[config.mk]
export PLATFORM = sky130hd
export DESIGN_NAME = tga_uncompressed_decoder_top
export DESIGN_NICKNAME = d
export VERILOG_FILES = /design/src/rtl/core/tgad_pkg.sv /design/src/rtl/core/tgad_in_reg.sv /design/src/rtl/core/tgad_parse.sv /design/src/rtl/core/tgad_out_reg.sv /design/src/rtl/core/tga_uncompressed_decoder_top.sv
export SDC_FILE = /design/constraint.sdc
export NUM_CORES = 1
export LEC_CHECK = 0
export BUFFER_PORTS_ARGS = -buffer_cell sky130_fd_sc_hd__buf_2
export CAP_MARGIN = 40
export CORE_ASPECT_RATIO = 1.75
export CORE_UTILIZATION = 25
export DETAILED_ROUTE_END_ITERATION = 7
export PLACE_DENSITY = 0.48
export SYNTH_ARGS = -nofsm -noshare
export SYNTH_HDL_FRONTEND = slang
export SYNTH_SLANG_ARGS = --single-unit
[constraint.sdc]
create_clock -name clk -period 7.4 [get_ports clk]
set_input_delay 1.48 -clock clk [delete_from_list [all_inputs] [get_ports clk]]
set_output_delay 1.48 -clock clk [all_outputs]
set_load 0.005 [all_outputs]
[src/rtl/core/tgad_pkg.sv]
package tgad_pkg;

  // One byte request from the file stream
  typedef struct packed {
    logic [7:0] in_byte;
    logic       first_byte;
  } in_t;

  typedef enum logic [1:0] {
    KIND_PIXEL  = 2'd0,
    KIND_HEADER = 2'd1,
    KIND_REJECT = 2'd2
  } kind_t;

  typedef enum logic [2:0] {
    ERR_OK         = 3'd0,
    ERR_NO_DATA    = 3'd1,
    ERR_COLORMAP   = 3'd2,
    ERR_COMPRESSED = 3'd3,
    ERR_GRAY_DEPTH = 3'd4,
    ERR_BAD_DEPTH  = 3'd5,
    ERR_TOO_LARGE  = 3'd6
  } err_t;

  // One result request
  typedef struct packed {
    kind_t       kind;
    logic [23:0] pixel_address;
    logic [31:0] pixel_value;
    logic [12:0] frame_width;
    logic [12:0] frame_height;
    logic        has_alpha;
    err_t        error_code;
    logic        last_pixel;
  } out_t;

  // Parser phase, one-hot
  typedef enum logic [3:0] {
    PH_HEADER = 4'b0001,
    PH_SKIP   = 4'b0010,
    PH_PIXELS = 4'b0100,
    PH_IDLE   = 4'b1000
  } phase_t;

endpackage

[src/rtl/core/tgad_in_reg.sv]
module tgad_in_reg (
  input  logic          clk,
  input  logic          rst,
  input  logic          byte_valid,
  output logic          byte_stall,
  input  tgad_pkg::in_t byte_data,
  input  logic          advance,
  output logic          q_valid,
  output tgad_pkg::in_t q_data
);

  // Hold the registered request until the parser takes it
  assign byte_stall = q_valid && !advance;

  always_ff @(posedge clk) begin
    if (rst) begin
      q_valid <= 1'b0;
    end else if (!byte_stall) begin
      q_valid <= byte_valid;
    end
  end

  always_ff @(posedge clk) begin
    if (!byte_stall && byte_valid) begin
      q_data <= byte_data;
    end
  end

endmodule

[src/rtl/core/tgad_parse.sv]
module tgad_parse #(
  parameter int MAX_DIM = 4096
) (
  input  logic             clk,
  input  logic             rst,
  input  logic             fire,
  input  tgad_pkg::in_t    in_d,
  output logic             emit,
  output tgad_pkg::out_t   res,
  output tgad_pkg::phase_t phase
);

  localparam int          CW      = $clog2(MAX_DIM + 1);
  localparam logic [15:0] DIM_LIM = 16'(MAX_DIM);

  localparam logic [4:0] HDR_ID_LEN = 5'd0;
  localparam logic [4:0] HDR_TYPE   = 5'd2;
  localparam logic [4:0] HDR_W_LO   = 5'd12;
  localparam logic [4:0] HDR_W_HI   = 5'd13;
  localparam logic [4:0] HDR_H_LO   = 5'd14;
  localparam logic [4:0] HDR_H_HI   = 5'd15;
  localparam logic [4:0] HDR_DEPTH  = 5'd16;
  localparam logic [4:0] HDR_DESC   = 5'd17;

  // Image type codes
  localparam logic [7:0] TGA_NO_DATA  = 8'd0;
  localparam logic [7:0] TGA_COLORMAP = 8'd1;
  localparam logic [7:0] TGA_GRAY     = 8'd3;

  tgad_pkg::phase_t phase_next;
  logic [4:0]  header_index, header_index_next;
  logic [7:0]  id_field_len, id_field_len_next;
  logic [7:0]  type_code, type_code_next;
  logic [15:0] width_reg, width_reg_next;
  logic [15:0] height_reg, height_reg_next;
  logic [7:0]  depth_reg, depth_reg_next;
  logic [7:0]  descriptor_reg, descriptor_reg_next;
  logic [7:0]  id_remaining, id_remaining_next;
  logic [1:0]  byte_in_pixel, byte_in_pixel_next;
  logic [31:0] pixel_accum, pixel_accum_next;
  logic [CW-1:0] col_count, col_count_next;
  logic [CW-1:0] row_count, row_count_next;
  logic [23:0] row_base, row_base_next;
  logic [23:0] bottom_base;
  logic [31:0] prod_full;

  tgad_pkg::phase_t ph;
  tgad_pkg::err_t   err;
  logic [4:0]  hidx;
  logic [31:0] acc;
  logic [31:0] val;
  logic [CW-1:0] col;
  logic [16:0] col_inc;
  logic [16:0] row_inc;

  // Base of the bottom row; height settles at least two bytes before it is used
  assign prod_full = {16'd0, height_reg - 16'd1} * {16'd0, width_reg};

  always_ff @(posedge clk) begin
    bottom_base <= prod_full[23:0];
  end

  always_comb begin
    phase_next          = phase;
    header_index_next   = header_index;
    id_field_len_next   = id_field_len;
    type_code_next      = type_code;
    width_reg_next      = width_reg;
    height_reg_next     = height_reg;
    depth_reg_next      = depth_reg;
    descriptor_reg_next = descriptor_reg;
    id_remaining_next   = id_remaining;
    byte_in_pixel_next  = byte_in_pixel;
    pixel_accum_next    = pixel_accum;
    col_count_next      = col_count;
    row_count_next      = row_count;
    row_base_next       = row_base;
    emit                = 1'b0;
    err                 = tgad_pkg::ERR_OK;
    acc                 = pixel_accum | (32'(in_d.in_byte) << {byte_in_pixel, 3'b000});
    val                 = acc;
    col                 = col_count;
    col_inc             = 17'(col_count) + 17'd1;
    row_inc             = 17'(row_count) + 17'd1;

    res.kind          = tgad_pkg::KIND_PIXEL;
    res.pixel_address = '0;
    res.pixel_value   = '0;
    res.frame_width   = width_reg[12:0];
    res.frame_height  = height_reg[12:0];
    res.has_alpha     = (depth_reg == 8'd32);
    res.error_code    = tgad_pkg::ERR_OK;
    res.last_pixel    = 1'b0;

    // A marked first byte restarts the header parse
    ph   = in_d.first_byte ? tgad_pkg::PH_HEADER : phase;
    hidx = in_d.first_byte ? 5'd0 : header_index;

    case (ph)
      tgad_pkg::PH_HEADER: begin
        phase_next        = tgad_pkg::PH_HEADER;
        header_index_next = hidx + 5'd1;
        case (hidx)
          HDR_ID_LEN: id_field_len_next   = in_d.in_byte;
          HDR_TYPE:   type_code_next      = in_d.in_byte;
          HDR_W_LO:   width_reg_next      = {width_reg[15:8], in_d.in_byte};
          HDR_W_HI:   width_reg_next      = {in_d.in_byte, width_reg[7:0]};
          HDR_H_LO:   height_reg_next     = {height_reg[15:8], in_d.in_byte};
          HDR_H_HI:   height_reg_next     = {in_d.in_byte, height_reg[7:0]};
          HDR_DEPTH:  depth_reg_next      = in_d.in_byte;
          HDR_DESC:   descriptor_reg_next = in_d.in_byte;
          default: ;
        endcase
        if (hidx == HDR_DESC) begin
          header_index_next = 5'd0;
          emit              = 1'b1;
          if (type_code == TGA_NO_DATA) begin
            err = tgad_pkg::ERR_NO_DATA;
          end else if (type_code == TGA_COLORMAP) begin
            err = tgad_pkg::ERR_COLORMAP;
          end else if (type_code > TGA_GRAY) begin
            err = tgad_pkg::ERR_COMPRESSED;
          end else if (type_code == TGA_GRAY && depth_reg != 8'd8) begin
            err = tgad_pkg::ERR_GRAY_DEPTH;
          end else if (!(depth_reg inside {8'd8, 8'd16, 8'd24, 8'd32})) begin
            err = tgad_pkg::ERR_BAD_DEPTH;
          end else if (width_reg > DIM_LIM || height_reg > DIM_LIM) begin
            err = tgad_pkg::ERR_TOO_LARGE;
          end
          if (err != tgad_pkg::ERR_OK) begin
            phase_next     = tgad_pkg::PH_IDLE;
            res.kind       = tgad_pkg::KIND_REJECT;
            res.error_code = err;
          end else begin
            res.kind           = tgad_pkg::KIND_HEADER;
            byte_in_pixel_next = 2'd0;
            pixel_accum_next   = '0;
            col_count_next     = '0;
            row_count_next     = '0;
            id_remaining_next  = id_field_len;
            row_base_next      = (in_d.in_byte[5] || height_reg == 16'd0) ? 24'd0
                                                                          : bottom_base;
            if (width_reg == 16'd0 || height_reg == 16'd0) begin
              phase_next = tgad_pkg::PH_IDLE;
            end else if (id_field_len != 8'd0) begin
              phase_next = tgad_pkg::PH_SKIP;
            end else begin
              phase_next = tgad_pkg::PH_PIXELS;
            end
          end
        end
      end
      tgad_pkg::PH_SKIP: begin
        id_remaining_next = id_remaining - 8'd1;
        if (id_remaining_next == 8'd0) begin
          phase_next = tgad_pkg::PH_PIXELS;
        end
      end
      tgad_pkg::PH_PIXELS: begin
        if (3'(byte_in_pixel) + 3'd1 < depth_reg[5:3]) begin
          byte_in_pixel_next = byte_in_pixel + 2'd1;
          pixel_accum_next   = acc;
        end else begin
          if (type_code == TGA_GRAY) begin
            val = {8'h00, acc[7:0], acc[7:0], acc[7:0]};
          end
          if (descriptor_reg[4]) begin
            col = width_reg[CW-1:0] - CW'(1) - col_count;
          end
          emit               = 1'b1;
          res.kind           = tgad_pkg::KIND_PIXEL;
          res.pixel_address  = row_base + 24'(col);
          res.pixel_value    = val;
          res.last_pixel     = (row_inc == {1'b0, height_reg}) && (col_inc == {1'b0, width_reg});
          byte_in_pixel_next = 2'd0;
          pixel_accum_next   = '0;
          col_count_next     = col_inc[CW-1:0];
          if (col_inc >= {1'b0, width_reg}) begin
            col_count_next = '0;
            row_count_next = row_inc[CW-1:0];
            row_base_next  = descriptor_reg[5] ? row_base + 24'(width_reg)
                                               : row_base - 24'(width_reg);
            if (row_inc >= {1'b0, height_reg}) begin
              phase_next = tgad_pkg::PH_IDLE;
            end
          end
        end
      end
      default: begin
        // Idle: drop bytes until the next file starts
        phase_next = tgad_pkg::PH_IDLE;
      end
    endcase
  end

  always_ff @(posedge clk) begin
    if (rst) begin
      phase          <= tgad_pkg::PH_HEADER;
      header_index   <= '0;
      id_field_len   <= '0;
      type_code      <= '0;
      width_reg      <= '0;
      height_reg     <= '0;
      depth_reg      <= '0;
      descriptor_reg <= '0;
      id_remaining   <= '0;
      byte_in_pixel  <= '0;
      pixel_accum    <= '0;
      col_count      <= '0;
      row_count      <= '0;
      row_base       <= '0;
    end else if (fire) begin
      phase          <= phase_next;
      header_index   <= header_index_next;
      id_field_len   <= id_field_len_next;
      type_code      <= type_code_next;
      width_reg      <= width_reg_next;
      height_reg     <= height_reg_next;
      depth_reg      <= depth_reg_next;
      descriptor_reg <= descriptor_reg_next;
      id_remaining   <= id_remaining_next;
      byte_in_pixel  <= byte_in_pixel_next;
      pixel_accum    <= pixel_accum_next;
      col_count      <= col_count_next;
      row_count      <= row_count_next;
      row_base       <= row_base_next;
    end
  end

endmodule

[src/rtl/core/tgad_out_reg.sv]
module tgad_out_reg (
  input  logic           clk,
  input  logic           rst,
  input  logic           load,
  input  logic           emit,
  input  tgad_pkg::out_t res,
  output logic           res_valid,
  input  logic           res_stall,
  output tgad_pkg::out_t res_data
);

  always_ff @(posedge clk) begin
    if (rst) begin
      res_valid <= 1'b0;
    end else if (load) begin
      res_valid <= emit;
    end else if (!res_stall) begin
      res_valid <= 1'b0;
    end
  end

  always_ff @(posedge clk) begin
    if (load && emit) begin
      res_data <= res;
    end
  end

endmodule

[src/rtl/core/tga_uncompressed_decoder_top.sv]
// Path: a byte request waits in the input register, then goes through the parser into the
//   result register. Throughput: one byte per cycle, set by the single parse step
//   between the two registers, while a full result register is not stalled.
// Reset (synchronous, active high): clears both valid flags and all parser state; the
//   parser then reads the next bytes as a header, with or without a first-byte mark.
module tga_uncompressed_decoder_top #(
  parameter int MAX_DIM = 4096
) (
  input  logic           clk,
  input  logic           rst,
  input  logic           byte_valid,
  output logic           byte_stall,
  input  tgad_pkg::in_t  byte_data,
  output logic           res_valid,
  input  logic           res_stall,
  output tgad_pkg::out_t res_data
);

  logic             q_valid;
  tgad_pkg::in_t    q_data;
  logic             advance;
  logic             emit;
  tgad_pkg::out_t   res;
  tgad_pkg::phase_t phase;

  // Advance the held byte whenever the result register is free or being emptied.
  // A byte that yields no result still needs the slot, which keeps results in order.
  assign advance = q_valid && (!res_valid || !res_stall);

  tgad_in_reg u_in_reg (
    .clk        (clk),
    .rst        (rst),
    .byte_valid (byte_valid),
    .byte_stall (byte_stall),
    .byte_data  (byte_data),
    .advance    (advance),
    .q_valid    (q_valid),
    .q_data     (q_data)
  );

  // Header capture, ID skip, pixel packing and address stepping: one byte per step
  tgad_parse #(
    .MAX_DIM (MAX_DIM)
  ) u_parse (
    .clk   (clk),
    .rst   (rst),
    .fire  (advance),
    .in_d  (q_data),
    .emit  (emit),
    .res   (res),
    .phase (phase)
  );

  // Hold a result while the consumer stalls; load the next one as it drains
  tgad_out_reg u_out_reg (
    .clk       (clk),
    .rst       (rst),
    .load      (advance),
    .emit      (emit),
    .res       (res),
    .res_valid (res_valid),
    .res_stall (res_stall),
    .res_data  (res_data)
  );

  // The input side only stalls behind a full, stalled result register
  a_stall_cause: assert property (@(posedge clk) disable iff (rst)
    byte_stall |-> (res_valid && res_stall))
    else $error("input stalled with result register free");

  // The last pixel of an image sends the parser idle
  a_last_idle: assert property (@(posedge clk) disable iff (rst)
    (advance && emit && res.kind == tgad_pkg::KIND_PIXEL && res.last_pixel)
      |=> (phase == tgad_pkg::PH_IDLE))
    else $error("parser not idle after last pixel");

  // A rejection leaves the parser idle and carries a reason
  a_reject_idle: assert property (@(posedge clk) disable iff (rst)
    (advance && emit && res.kind == tgad_pkg::KIND_REJECT)
      |=> (phase == tgad_pkg::PH_IDLE && res_data.error_code != tgad_pkg::ERR_OK))
    else $error("rejection without idle parser or error code");

endmodule
* Word-level counts from Yosys, hierarchy flattened
Cells that the tools add are included.
** Storage, ports and cells
- Register bits :: 287
- Latch bits :: 0
- Bits in writable memories :: 0
- ROM bits :: 0
- Bits of input ports :: 13
- Output and inout port bits :: 91
- Word-level logic and storage cells :: 183
- Memories kept :: 0
** Cells by class
- $add $sub $neg :: 12
- Multipliers :: 1
- Divide/modulo/power cells :: 0
- Order comparisons :: 6
- Eq/ne operators :: 26
- Shift operators :: 1
- Mux-type cells :: 60
- Bitwise gates (word level) :: 6
- Reduce and logical (&&, ||, !) cells :: 41
** Operator list (number)
- two-way mux 24 bit :: 7
- two-way mux 13 bit :: 9
- two-way mux 32 bit :: 3
- case mux 16 bit (2 select lines) :: 2
- case mux 32 bit (2 select lines) :: 1
- case mux 13 bit (2 select lines) :: 2
- case mux 24 bit (2 select lines) :: 1
- equality test 17 x 16 -> 1 bit :: 2
- greater-or-equal comparator 17 x 16 -> 1 bit :: 2
- greater-than comparator 16 x 13 -> 1 bit, second input constant :: 2
- zero test 16 bit :: 2
- two-way mux 4 bit :: 8
- bitwise OR 32 bit :: 1
- << shifter 8 x 5 -> 32 bit :: 1
- adder 13 x 1 -> 14 bit, second input constant :: 2
- two-way mux 3 bit :: 9
- adder 24 x 13 -> 24 bit :: 1
- adder 24 x 16 -> 24 bit :: 1
- multiplier 16 x 16 -> 24 bit :: 1
- AND reduction 4 bit :: 6
- subtractor 24 x 16 -> 24 bit :: 1
- equality test 5 x 4 -> 1 bit, second input constant :: 4
- equality test 8 x 5 -> 1 bit, second input constant :: 2
- zero test 8 bit :: 2
- other kinds (44) :: 81

* Depth between registers and ports, before layout
Gate-level depths: netlist of the first run.
- Depth after elaboration :: 14
- Gate-level depth with buffers :: 28
- Depth with buffers taken out :: 28

* Hierarchy
From an unflattened synthesis of the first run, not the netlist that was laid out.
** Unflattened totals
- Cell total of the unflattened synthesis :: 2455
- Area total of the unflattened synthesis :: 22222.6 um^2
** Modules (own cells, without submodules)
- tgad_parse :: instances 1, cells an instance 2347, area each 19178.4 um^2, seq. area each 3663.5 um^2
- tgad_out_reg :: instances 1, cells an instance 94, area each 2712.6 um^2, seq. area each 2692.6 um^2
- tgad_in_reg :: instances 1, cells an instance 13, area each 320.3 um^2, seq. area each 290.3 um^2
- tga_uncompressed_decoder_top :: instances 1, cells an instance 1, area each 11.3 um^2, seq. area each 0.0 um^2

* Worst setup path before layout of the first run
OpenSTA, ideal clock, no wires.
- Path kind :: in2reg
- Start :: input res_stall
- End :: register u_out_reg.res_data[0] (netlist name)
- Library setup time :: 0.567 ns
- Arrival :: 6.021 ns
- Data required time :: 6.833 ns
- Setup slack :: 0.812 ns
- Stages on the path :: 3
- Buffers on the path :: 0
- Cell sequence :: nand2_1 -> nand2_1 -> a21oi_1
** On the way
- Cells in the longest elaborated chain, start to end :: 4
** RTL lines
- start, declared :: RTL line tga_uncompressed_decoder_top.sv:15 : input logic res_stall,
- zero test 1 bit
- logical OR 1 bit :: RTL line tga_uncompressed_decoder_top.sv:28 : assign advance = q_valid && (!res_valid || !res_stall);
- logical AND 1 bit :: RTL line tga_uncompressed_decoder_top.sv:28
- logical AND 1 bit :: RTL line tgad_out_reg.sv:23 : if (load && emit) begin
No other way between the ends.
A chain may end at the register's enable or synchronous reset.

* Worst setup path in the final report of the first run
- Start :: register u_parse.height_reg[8]
- End :: register u_parse.bottom_base[23]
** On the way
- Cells in the longest elaborated chain, start to end :: 2
** RTL lines
- start, declared :: RTL line tgad_parse.sv:35 : logic [15:0] height_reg, height_reg_next;
- start signal, assigned :: RTL line tgad_parse.sv:218 : height_reg <= height_reg_next;
- subtractor 16 x 1 -> 16 bit :: RTL line tgad_parse.sv:57 : assign prod_full = {16'd0, height_reg - 16'd1} * {16'd0, width_reg};
- multiplier 16 x 16 -> 24 bit :: RTL line tgad_parse.sv:57
- named net u_parse.prod_full[23] :: RTL line tgad_parse.sv:45 : logic [31:0] prod_full;
- end signal, assigned :: RTL line tgad_parse.sv:60 : bottom_base <= prod_full[23:0];
- end, declared :: RTL line tgad_parse.sv:44 : logic [23:0] bottom_base;
The timed path passes the listed nets, and every way through them passes these cells.

==> results of run 1 <==
[critical path, delay by kind of cell, from the launching register on]
kind	cells	cell delay (ps)
fa+ha+maj	6	2730
xor+xnor	9	2350
flops	1	450
simple gates	4	1290
buf+inv	3	160
[cells in the final DEF, fill, tap and decap left out, drive strengths merged, types with 32 or more instances in the layout]
| master | count |
|---|---|
| nand2 | 213 |
| xor2 | 41 |
| buf | 174 |
| ha | 159 |
| clkbuf | 38 |
| a21oi | 168 |
| fa | 171 |
| nor2 | 298 |
| and2 | 65 |
| inv | 278 |
| nor3 | 33 |
| nand3 | 53 |
| o21ai | 66 |
| edfxtp | 98 |
| mux2i | 63 |
| dfxtp | 185 |
| a21o | 32 |
| xnor2 | 102 |
[cell type report]
cell class	instances	area share (%)
Clock buffer	38	3.25
Clock inverter	16	0.803
Inverter	278	4.19
Multi-Input combinational cell	1728	54.5
Sequential cell	283	26.7
Tap cell	1152	5.78
Timing Repair Buffer	174	4.80
[final timing paths]
path,from,endpoint,depth (start not counted)
min,u_parse.header_index[1],u_parse.header_index[1],2
max,u_parse.height_reg[8],u_parse.bottom_base[23],22
max reg2reg,u_parse.height_reg[8],u_parse.bottom_base[23],22
min reg2reg,u_parse.header_index[1],u_parse.header_index[1],2
[power breakdown]
group	total (mW)	switching [mW]	internal [mW]	leakage [nW]
combinational	0.0872	0.0570	0.0302	7.81
sequential	1.63	0.0207	1.61	2.51
clock	1.59	0.698	0.889	0.494
[logic make-up after synthesis]
family	Yosys count	synth area share (%)
XOR/XNOR	144	5.88
AND/OR/NAND/NOR	794	17.3
multiplexers	64	2.96
AO/OA/AOI/OAI	396	11.5
flip-flops	283	30.6
buffers and inverters	382	6.81
adder cells (fa/ha/maj)	330	24.9
[routing by layer]
| layer | global-route usage, % | part of all wire, % | vias to the layer above | wire length, µm |
|---|---|---|---|---|
| met2 | 30.8 | 56 | 318 | 37900 |
| met5 | 0 | 0 | - | 0 |
| met1 | 16.0 | 37 | 8232 | 24800 |
| met4 | 6.49 | 4.1 | 0 | 2750 |
| met3 | 1.41 | 3.0 | 109 | 2010 |
| li1 | - | - | 8140 | - |
[stage by stage]
step           power [mW]  std cells  setup slack, ps  utilization (%)  instance area (µm²)
6_report             3.30       3669              299             29.0                24900
3_5_place_dp         1.75       3615              298             27.9                23900
4_1_cts              3.36       3669              249             29.0                24900
5_1_grt              3.41       3669             36.7             29.0                24900
2_1_floorplan        1.70       2393              812                -                21700
3_3_place_gp         1.74       3599              285             27.6                23700
==> impl_metrics.prom, run 1 <==
# TYPE chip_impl_metric gauge
chip_impl_metric{name="synthDistinctLibCells",unit=""} 76
chip_impl_metric{name="cts-buffers-inserted",unit=""} 29
chip_impl_metric{name="hold_violations",unit=""} 0
chip_impl_info{name="synth.area.top_cells",value="dfxtp_1, fa_1, edfxtp_1"} 1
chip_impl_metric{name="drive_gt1_share",unit="%"} 10.5
chip_impl_metric{name="number_of_global_route_vias_before_repair",unit=""} 17200
chip_impl_metric{name="max-vdd-ir-drop",unit="mV"} 0.194
chip_impl_metric{name="detailed_place_hpwl",unit="µm"} 52900
chip_impl_metric{name="clk-insertion-delay-late",unit="ps"} 600
chip_impl_metric{name="grt_util_all_layers",unit="%"} 15.4
chip_impl_metric{name="post_synth_inst_count",unit=""} 2393
chip_impl_metric{name="fillers",unit=""} 9102
chip_impl_info{name="cpMaxStageDelayCell",value="xor2_1"} 1
chip_impl_metric{name="wl",unit="µm"} 67400
chip_impl_info{name="synth.largest_area_cell",value="dfxtp_1"} 1
chip_impl_metric{name="drcViolationCount",unit=""} 0
chip_impl_info{name="type_of_element_capturing_the_critical_path",value="flop"} 1
chip_impl_metric{name="grt_pass1_wl",unit="µm"} 103000
chip_impl_metric{name="finalSetupViolCount",unit=""} 0
chip_impl_info{name="path_common_cell",value="xnor2_1"} 1
chip_impl_metric{name="detailedRoute.firstIterationViolations",unit=""} 779
chip_impl_metric{name="postSynthAreaPerCell",unit="µm²"} 9.07
chip_impl_metric{name="layout_min_cycle_time",unit="ps"} 7100
chip_impl_metric{name="synth_enable_flop_cells",unit=""} 98
chip_impl_metric{name="boundaryPins",unit=""} 104
chip_impl_metric{name="htreeDepth",unit=""} 1
chip_impl_info{name="most_frequent_cell_after_synthesis",value="nor2_1"} 1
chip_impl_metric{name="post_drt_via_cell_ratio",unit=""} 4.58
chip_impl_metric{name="max_cap_viols",unit=""} 0
chip_impl_info{name="outcome",value="complete, no violations"} 1
chip_impl_metric{name="timing.slew.headroom",unit="%"} 39.5
chip_impl_metric{name="yosys_register_bits",unit=""} 283
chip_impl_metric{name="yosysWarningCount",unit=""} 0
chip_impl_metric{name="slew_violations",unit=""} 0
chip_impl_metric{name="tritoncts_num_sinks",unit=""} 283
chip_impl_info{name="crit_chain",value="nor4_2 > nand2_1 > nor4_1 > xor2_1 > nand2_1 > fa_1 > fa_1 > fa_1 > inv_1 > fa_1 > inv_1 > fa_1 > inv_1 > ha_1 > xnor2_1 > xnor2_1 > xnor2_1 > xnor2_1 > xnor2_1 > xnor3_1 > xnor2_1 > xnor2_1"} 1
chip_impl_metric{name="antenna_violating_nets_post_route",unit=""} 0
chip_impl_info{name="root_buffer",value="clkbuf_16"} 1
chip_impl_metric{name="worst_pin_slew",unit="ps"} 905
chip_impl_metric{name="cts-hold-fix-buffers",unit=""} 0
chip_impl_metric{name="ff_latch_area",unit="µm²"} 6650
chip_impl_metric{name="place.port_buffers",unit=""} 103
chip_impl_metric{name="largest_register_ff_count",unit=""} 89
chip_impl_info{name="largest_registers",value="u_out_reg.res_data: 89 flops, u_parse.pixel_accum: 32 flops"} 1
chip_impl_metric{name="ff2ff_setup_slack",unit="ps"} 300
chip_impl_info{name="worstSetupStartpointType",value="flop"} 1
chip_impl_metric{name="final.setup.tns",unit="ps"} 0
chip_impl_metric{name="sum_of_overflow_across_all_layers_after_global_routing",unit=""} 0
chip_impl_metric{name="max_freq",unit="MHz"} 141
chip_impl_metric{name="cts.repair.resized",unit=""} 0
chip_impl_info{name="yosys_most_used_dff",value="dfxtp_1"} 1
chip_impl_metric{name="final.hold.worst_slack",unit="ps"} 456
chip_impl_metric{name="power_density",unit="nW/µm²"} 132
chip_impl_metric{name="cpPeakStageDelay",unit="ps"} 640
chip_impl_metric{name="gpl.final_weighted_congestion",unit=""} 0.856
chip_impl_metric{name="grt_start_max_net_pins",unit=""} 68
chip_impl_metric{name="clock-skew-final",unit="ps"} 15.0
chip_impl_metric{name="power_leakage",unit="nW"} 10.8
chip_impl_info{name="largest-register",value="u_out_reg.res_data"} 1
chip_impl_metric{name="die_width",unit="µm"} 225
chip_impl_metric{name="ctsLongestPathBuffers",unit=""} 3
chip_impl_metric{name="worstPathMaxFanout",unit=""} 7
chip_impl_metric{name="crit_required",unit="ps"} 7880
chip_impl_metric{name="avgRoutedWirePerCell",unit="µm"} 18.4
chip_impl_metric{name="synth_async_sr_flop_share",unit="%"} 0
chip_impl_metric{name="dr_total_vias",unit=""} 16800
chip_impl_metric{name="syn_nets",unit=""} 2736
chip_impl_metric{name="die_height",unit="µm"} 392
chip_impl_metric{name="drt_pre_antenna_iters",unit=""} 5
chip_impl_metric{name="die_area",unit="µm²"} 88000
chip_impl_metric{name="antenna_cells",unit=""} 0
chip_impl_metric{name="nets",unit=""} 2837
chip_impl_metric{name="clk_pin_slew_worst_paths",unit="ps"} 70
chip_impl_metric{name="multi_input_comb_area",unit="µm²"} 13600
chip_impl_metric{name="synth.yosys.seq_area_share",unit="%"} 30.6
chip_impl_metric{name="area_of_the_core_region",unit="µm²"} 85800
chip_impl_metric{name="cp.arrival",unit="ps"} 7580
chip_impl_info{name="crit_type",value="flop to flop"} 1
chip_impl_metric{name="final_worst_path_cycle_share",unit="%"} 96.0
chip_impl_metric{name="rows",unit=""} 142
chip_impl_info{name="class_of_the_worst_hold_path",value="flop to flop"} 1
chip_impl_info{name="tritoncts",value="yes"} 1
chip_impl_info{name="rsz_0062_raised_after_global_routing",value="false"} 1
chip_impl_metric{name="synth.cell_area",unit="µm²"} 21700
chip_impl_info{name="synth.cells.most_frequent",value="nor2_1, inv_1, nand2_1, dfxtp_1, fa_1"} 1
chip_impl_metric{name="areaGrowthSynthToFinish",unit="%"} 14.9
chip_impl_metric{name="start_util",unit="%"} 25.3
chip_impl_metric{name="grt_antenna_before_repair",unit=""} 0
chip_impl_metric{name="synth.top_cell.area_share",unit="%"} 17.1
chip_impl_metric{name="cts_setup_buffers",unit=""} 0
(Power assumes the default switching activity.)
==> run 2, diff against run 1 <==
ABC_AREA = 1   (was default)
==> impl_metrics.prom, run 2 <==
# TYPE chip_impl_metric gauge
chip_impl_metric{name="tritoncts_num_sinks",unit=""} 283
chip_impl_metric{name="post_drt_via_cell_ratio",unit=""} 4.60
chip_impl_info{name="path_common_cell",value="inv_1"} 1
chip_impl_info{name="root_buffer",value="clkbuf_16"} 1
chip_impl_metric{name="cts-hold-fix-buffers",unit=""} 0
chip_impl_info{name="outcome",value="complete, no violations"} 1
chip_impl_metric{name="antenna_violating_nets_post_route",unit=""} 0
chip_impl_metric{name="areaGrowthSynthToFinish",unit="%"} 13.6
chip_impl_metric{name="yosysWarningCount",unit=""} 0
chip_impl_metric{name="place_inst",unit=""} 4336
chip_impl_metric{name="start_util",unit="%"} 25.3
chip_impl_info{name="most-common-layout-cells",value="nand2_1, inv_1, nor2_1"} 1
chip_impl_metric{name="synth.cell_area",unit="µm²"} 23300
chip_impl_metric{name="rows",unit=""} 147
chip_impl_info{name="rsz_0062_raised_after_global_routing",value="false"} 1
chip_impl_metric{name="cts-buffers-inserted",unit=""} 31
chip_impl_metric{name="die_width",unit="µm"} 233
chip_impl_info{name="tritoncts",value="yes"} 1
chip_impl_metric{name="synth.yosys.seq_area_share",unit="%"} 28.6
chip_impl_info{name="worstSetupStartpointType",value="flop"} 1
chip_impl_metric{name="synthDistinctLibCells",unit=""} 58
chip_impl_metric{name="drcViolationCount",unit=""} 0
chip_impl_metric{name="clock-skew-final",unit="ps"} 34.3
chip_impl_metric{name="boundaryPins",unit=""} 104
chip_impl_metric{name="cpPeakStageDelay",unit="ps"} 600
chip_impl_info{name="crit_type",value="flop to flop"} 1
chip_impl_metric{name="die_height",unit="µm"} 406
chip_impl_metric{name="rr_worst_depth",unit=""} 28
chip_impl_metric{name="syn_nets",unit=""} 3416
chip_impl_metric{name="yosys_register_bits",unit=""} 283
chip_impl_metric{name="synth.top_cell.area_share",unit="%"} 15.9
chip_impl_metric{name="clk_pin_slew_worst_paths",unit="ps"} 70
chip_impl_metric{name="worst_hold_path.num_cells",unit=""} 2
chip_impl_metric{name="synth_enable_flop_cells",unit=""} 98
chip_impl_metric{name="final.hold.worst_slack",unit="ps"} 455
chip_impl_metric{name="power_density",unit="nW/µm²"} 131
chip_impl_metric{name="final_worst_path_cycle_share",unit="%"} 90.8
chip_impl_metric{name="grt_util_all_layers",unit="%"} 16.9
chip_impl_metric{name="finalSetupViolCount",unit=""} 0
chip_impl_metric{name="grt_antenna_before_repair",unit=""} 1
chip_impl_info{name="yosys_most_used_dff",value="dfxtp_1"} 1
chip_impl_metric{name="grt_start_max_net_pins",unit=""} 83
chip_impl_metric{name="detailed_place_hpwl",unit="µm"} 64800
chip_impl_info{name="class_of_the_worst_hold_path",value="flop to flop"} 1
chip_impl_metric{name="grt_pass1_wl",unit="µm"} 120000
chip_impl_metric{name="worstPathMaxFanout",unit=""} 11
chip_impl_metric{name="max_cap_viols",unit=""} 0
chip_impl_info{name="largest_registers",value="u_out_reg.res_data: 89 flops, u_parse.pixel_accum: 32 flops"} 1
chip_impl_metric{name="die_area",unit="µm²"} 94400
chip_impl_metric{name="largest_register_ff_count",unit=""} 89
chip_impl_metric{name="timing.slew.headroom",unit="%"} 39.2
chip_impl_metric{name="crit_required",unit="ps"} 7910
chip_impl_metric{name="cts_setup_buffers",unit=""} 0
chip_impl_metric{name="nets",unit=""} 3520
chip_impl_metric{name="layout_min_cycle_time",unit="ps"} 6720
chip_impl_metric{name="htreeDepth",unit=""} 1
chip_impl_metric{name="power_leakage",unit="nW"} 12.5
chip_impl_metric{name="drt_pre_antenna_iters",unit=""} 5
chip_impl_metric{name="clk-insertion-delay-late",unit="ps"} 640
chip_impl_metric{name="final.setup.tns",unit="ps"} 0
chip_impl_info{name="synth.cells.most_frequent",value="nand2_1, inv_1, nor2_1, a21oi_1, dfxtp_1"} 1
chip_impl_metric{name="cp.arrival",unit="ps"} 7220
chip_impl_metric{name="place.port_buffers",unit=""} 103
chip_impl_info{name="cpMaxStageDelayCell",value="fa_1"} 1
chip_impl_metric{name="area_of_the_core_region",unit="µm²"} 92000
chip_impl_metric{name="synth_async_sr_flop_share",unit="%"} 0
chip_impl_info{name="most_frequent_cell_after_synthesis",value="nand2_1"} 1
chip_impl_metric{name="gpl.final_weighted_congestion",unit=""} 0.928
chip_impl_metric{name="max-vdd-ir-drop",unit="mV"} 0.189
chip_impl_metric{name="slew_violations",unit=""} 0
chip_impl_metric{name="detailedRoute.firstIterationViolations",unit=""} 990
chip_impl_metric{name="dr_total_vias",unit=""} 20200
chip_impl_metric{name="wl",unit="µm"} 80100
chip_impl_metric{name="worst_pin_slew",unit="ps"} 911
chip_impl_metric{name="ctsLongestPathBuffers",unit=""} 3
chip_impl_metric{name="sum_of_overflow_across_all_layers_after_global_routing",unit=""} 0
chip_impl_metric{name="cts.repair.resized",unit=""} 0
chip_impl_metric{name="number_of_global_route_vias_before_repair",unit=""} 20500
chip_impl_info{name="largest-register",value="u_out_reg.res_data"} 1
chip_impl_info{name="most_common_library_cell_in_the_layout_ignoring_fill_and_taps",value="nand2_1"} 1
chip_impl_info{name="synth.largest_area_cell",value="dfxtp_1"} 1
chip_impl_metric{name="max_freq",unit="MHz"} 149
chip_impl_metric{name="post_synth_inst_count",unit=""} 3073
chip_impl_info{name="synth.area.top_cells",value="dfxtp_1, fa_1, edfxtp_1"} 1
chip_impl_metric{name="postSynthAreaPerCell",unit="µm²"} 7.58
chip_impl_metric{name="antenna_cells",unit=""} 0
chip_impl_metric{name="layoutNonFillerInstCount",unit=""} 4394
chip_impl_metric{name="drive_gt1_share",unit="%"} 8.90
chip_impl_metric{name="hold_violations",unit=""} 0
chip_impl_info{name="type_of_element_capturing_the_critical_path",value="flop"} 1
chip_impl_metric{name="avgRoutedWirePerCell",unit="µm"} 18.2
run 2: changes by cell type after synthesis, sizes merged, moves of 32 or more:
cell	delta
nand2	+440
inv	+263
o21ai	+103
xnor2	-91
nand3	+84
and2	-64
nor2	+64
a21oi	+63
mux2i	-63
or2	+35
clkbuf	-32
run 2: worst paths after layout:
| path | slack (ps) | start | endpoint |
|---|---|---|---|
| setup reg to reg | 680 | u_parse.height_reg[1] | u_parse.bottom_base[18] |
| setup / recovery | 680 | u_parse.height_reg[1] | u_parse.bottom_base[18] |
| hold reg to reg | 460 | u_parse.pixel_accum[26] | u_parse.pixel_accum[26] |
| hold / removal | 460 | u_parse.pixel_accum[26] | u_parse.pixel_accum[26] |
run 2: critical path: cells and delay by family, from the launching register on:
kind,cells,cell delay (ps)
simple gates,7,740
fa+ha+maj,8,3680
xor+xnor,1,130
compound gates,5,900
buf+inv,7,800
flops,1,320
run 2: kinds of logic after synthesis:
| family | Yosys count | share of synthesized area [%] |
|---|---|---|
| and+or+nand+nor | 1286 | 23.8 |
| DFF | 283 | 28.6 |
| adders and majority gates | 330 | 23.3 |
| AOI/OAI and AO/OA | 464 | 10.8 |
| buffers and inverters | 632 | 10.6 |
| xor gates and xnor gates | 78 | 3.06 |
run 2: where the power goes:
group          internal, mW  leakage (nW)  switching (mW)
sequential             1.61          2.35          0.0181
combinational        0.0359          9.58          0.0879
clock                 0.996         0.546           0.721
run 2: area by class of cell:
type                       count  area (µm²)
clock buffer                  44         942
clock inverter                14         174
fill                       10100       65500
inverter                     546        2050
multi-input combinational   2158       14200
sequential                   283        6650
tap                         1192        1490
timing repair buffer         157         963
run 2: metal layers:
| metal | GRT usage (%) | vias up | wire length [µm] |
|---|---|---|---|
| li1 | - | 9937 | - |
| met1 | 16.4 | 9621 | 28000 |
| met2 | 33.9 | 457 | 44600 |
| met3 | 1.33 | 176 | 2330 |
| met4 | 10.2 | 0 | 5230 |
| met5 | 0 | - | 0 |
run 2: metrics by stage:
step | power [mW] | cell area (µm²) | utilization, % | worst slack [ps]
finish | 3.47 | 26500 | 28.8 | 684
global placement | 1.79 | 25300 | 27.5 | 785
global route | 3.58 | 26500 | 28.8 | 279
floorplan | 1.74 | 23300 | - | 980
CTS | 3.53 | 26500 | 28.8 | 668
detailed placement | 1.79 | 25300 | 27.5 | 716
==> run 3, diff against run 2 <==
--- a/config.mk
+++ b/config.mk
@@ -9,5 +9,5 @@
 export BUFFER_PORTS_ARGS = -buffer_cell sky130_fd_sc_hd__buf_2
 export CAP_MARGIN = 40
-export CORE_ASPECT_RATIO = 1.75
+export CORE_ASPECT_RATIO = 0.5
 export CORE_UTILIZATION = 25
 export DETAILED_ROUTE_END_ITERATION = 7
==> constraint.sdc (replaced) <==
create_clock -name clk -period 7.4 [get_ports clk]
set_input_delay 0.37 -clock clk [delete_from_list [all_inputs] [get_ports clk]]
set_output_delay 0.37 -clock clk [all_outputs]
set_load 0.005 [all_outputs]
==> impl_metrics.prom, run 3 (synthesis results as in run 2) <==
# TYPE chip_impl_metric gauge
chip_impl_metric{name="grt_pass1_wl",unit="µm"} 117000
chip_impl_metric{name="nets",unit=""} 3516
chip_impl_metric{name="clk_pin_slew_worst_paths",unit="ps"} 70
chip_impl_metric{name="power_density",unit="nW/µm²"} 131
chip_impl_info{name="largest_registers",value="u_out_reg.res_data: 89 flops, u_parse.pixel_accum: 32 flops"} 1
chip_impl_metric{name="start_util",unit="%"} 25.5
chip_impl_metric{name="ctsLongestPathBuffers",unit=""} 3
chip_impl_metric{name="place_area",unit="µm²"} 25300
chip_impl_metric{name="power_leakage",unit="nW"} 12.4
chip_impl_metric{name="max-vdd-ir-drop",unit="mV"} 0.145
chip_impl_metric{name="detailedRoute.firstIterationViolations",unit=""} 1839
chip_impl_metric{name="layout_min_cycle_time",unit="ps"} 6780
chip_impl_metric{name="final_core_util",unit="%"} 29.0
chip_impl_metric{name="antenna_violating_nets_post_route",unit=""} 0
chip_impl_metric{name="grt_antenna_before_repair",unit=""} 1
chip_impl_metric{name="worstPathMaxFanout",unit=""} 11
chip_impl_info{name="root_buffer",value="clkbuf_16"} 1
chip_impl_info{name="tritoncts",value="yes"} 1
chip_impl_metric{name="max_cap_viols",unit=""} 0
chip_impl_metric{name="power.switching",unit="mW"} 0.844
chip_impl_metric{name="htreeDepth",unit=""} 2
chip_impl_metric{name="die_width",unit="µm"} 434
chip_impl_metric{name="hold_violations",unit=""} 0
chip_impl_metric{name="worst_pin_slew",unit="ps"} 924
chip_impl_metric{name="crit_required",unit="ps"} 7880
chip_impl_metric{name="final.hold.worst_slack",unit="ps"} 175
chip_impl_info{name="largest-register",value="u_out_reg.res_data"} 1
chip_impl_info{name="path_common_cell",value="inv_1"} 1
chip_impl_metric{name="finalSetupViolCount",unit=""} 0
chip_impl_metric{name="final_worst_path_cycle_share",unit="%"} 91.6
chip_impl_metric{name="grt_start_max_net_pins",unit=""} 72
chip_impl_metric{name="tritoncts_num_sinks",unit=""} 283
chip_impl_metric{name="place.port_buffers",unit=""} 103
chip_impl_metric{name="rows",unit=""} 78
chip_impl_metric{name="share_clk_of_total_power",unit="%"} 49.6
chip_impl_metric{name="number_of_global_route_vias_before_repair",unit=""} 19400
chip_impl_metric{name="max_freq",unit="MHz"} 148
chip_impl_metric{name="cts-buffers-inserted",unit=""} 34
chip_impl_metric{name="sw_frac_of_total",unit="%"} 24.2
chip_impl_metric{name="die_area",unit="µm²"} 94400
chip_impl_metric{name="critical_path_buf_inv_count",unit=""} 7
chip_impl_info{name="cpMaxStageDelayCell",value="fa_1"} 1
chip_impl_metric{name="final.setup.tns",unit="ps"} 0
chip_impl_info{name="critPathTopFamily",value="adder cells"} 1
chip_impl_metric{name="power.internal",unit="mW"} 2.64
chip_impl_metric{name="clock-skew-final",unit="ps"} 16.3
chip_impl_metric{name="die_height",unit="µm"} 218
chip_impl_metric{name="avgRoutedWirePerCell",unit="µm"} 17.3
chip_impl_metric{name="grt_util_all_layers",unit="%"} 16.2
chip_impl_metric{name="power_frac_comb",unit="%"} 3.6
chip_impl_metric{name="layout.cell_area.non_filler",unit="µm²"} 26500
chip_impl_info{name="most-common-layout-cells",value="nand2_1, inv_1, nor2_1"} 1
chip_impl_metric{name="post_drt_via_cell_ratio",unit=""} 4.61
chip_impl_metric{name="largest_register_ff_count",unit=""} 89
chip_impl_info{name="most_common_library_cell_in_the_layout_ignoring_fill_and_taps",value="nand2_1"} 1
chip_impl_metric{name="gpl.final_weighted_congestion",unit=""} 0.872
chip_impl_metric{name="areaGrowthSynthToFinish",unit="%"} 14.0
chip_impl_metric{name="detailed_place_hpwl",unit="µm"} 60500
chip_impl_metric{name="fillers",unit=""} 9847
chip_impl_metric{name="boundaryPins",unit=""} 104
chip_impl_metric{name="drive_gt1_share",unit="%"} 8.32
chip_impl_metric{name="drt_pre_antenna_iters",unit=""} 6
chip_impl_info{name="outcome",value="complete, no violations"} 1
chip_impl_metric{name="timing.slew.headroom",unit="%"} 37.8
chip_impl_metric{name="ff_latch_area",unit="µm²"} 6650
chip_impl_metric{name="drcViolationCount",unit=""} 0
chip_impl_metric{name="dr_total_vias",unit=""} 20500
chip_impl_metric{name="seq_power_share",unit="%"} 46.7
chip_impl_metric{name="wl",unit="µm"} 76800
chip_impl_metric{name="clk-insertion-delay-late",unit="ps"} 550
chip_impl_info{name="class_of_the_worst_hold_path",value="input port to flop"} 1
chip_impl_metric{name="multi_input_comb_area",unit="µm²"} 14200
chip_impl_info{name="worstSetupStartpointType",value="flop"} 1
chip_impl_info{name="crit_type",value="flop to flop"} 1
chip_impl_metric{name="slew_violations",unit=""} 0
chip_impl_info{name="rsz_0062_raised_after_global_routing",value="false"} 1
chip_impl_metric{name="cp.arrival",unit="ps"} 7260
chip_impl_metric{name="area_of_the_core_region",unit="µm²"} 91400
chip_impl_metric{name="sum_of_overflow_across_all_layers_after_global_routing",unit=""} 0
chip_impl_info{name="type_of_element_capturing_the_critical_path",value="flop"} 1
chip_impl_metric{name="cpPeakStageDelay",unit="ps"} 530
run 3: per-stage QoR:
step / setup slack (ps) / cells / total power, mW
after CTS: 642 / 4439 / 3.54
final: 625 / 4440 / 3.49
after global placement: 726 / 4362 / 1.78
after detailed placement: 681 / 4368 / 1.78
after global routing: 174 / 4439 / 3.61
after floorplan: 1250 / 3073 / 1.74
run 3: power groups by stage:
stage,combinational (mW),sequential (mW),clock [mW]
after floorplan,0.0856,1.65,0
after CTS,0.126,1.63,1.78
after detailed placement,0.122,1.66,0
final,0.127,1.63,1.73
after global placement,0.119,1.66,0
after global routing,0.140,1.63,1.84
run 3: path summary, 6_finish.rpt:
| path | start | to | slack (ps) | cells after the start |
|---|---|---|---|---|
| setup / recovery | u_parse.height_reg[1] | u_parse.bottom_base[18] | 620 | 28 |
| setup reg to reg | u_parse.height_reg[1] | u_parse.bottom_base[18] | 620 | 28 |
| hold / removal | res_stall | u_out_reg.res_valid | 180 | 5 |
| hold reg to reg | u_parse.pixel_accum[11] | u_parse.pixel_accum[11] | 450 | 2 |
run 3: cell type report:
class                           count  area share [%]
Multi-Input combinational cell   2158            53.4
Inverter                          546            7.74
Tap cell                         1240            5.85
Sequential cell                   283            25.1
Clock buffer                       46            3.45
Clock inverter                     16           0.825
Timing Repair Buffer              150            3.62
Antenna cell                        1         0.00943
run 3: metal layers:
layer	part of all wire [%]	vias up	GRT usage (%)	wire, µm
li1	-	9936	-	-
met1	49	9804	24.3	37500
met2	42	641	23.6	32100
met3	7.3	92	2.77	5600
met4	2.1	2	3.96	1650
met5	0.026	-	0	20
run 3: worst register-to-register path, delay by kind of cell, from the launching register on:
| family | cells | cell delay [ps] |
|---|---|---|
| compound gates | 5 | 950 |
| xor+xnor | 1 | 130 |
| fa+ha+maj | 8 | 3580 |
| buf+inv | 7 | 760 |
| flops | 1 | 320 |
| simple gates | 7 | 940 |
run 3: what timing repair did:
action | CTS | global route
endpoints found under the hold margin | 9 | 0
hold buffers | 9 | 0
setup buffers | 0 | 0
gates resized for setup | 0 | 0
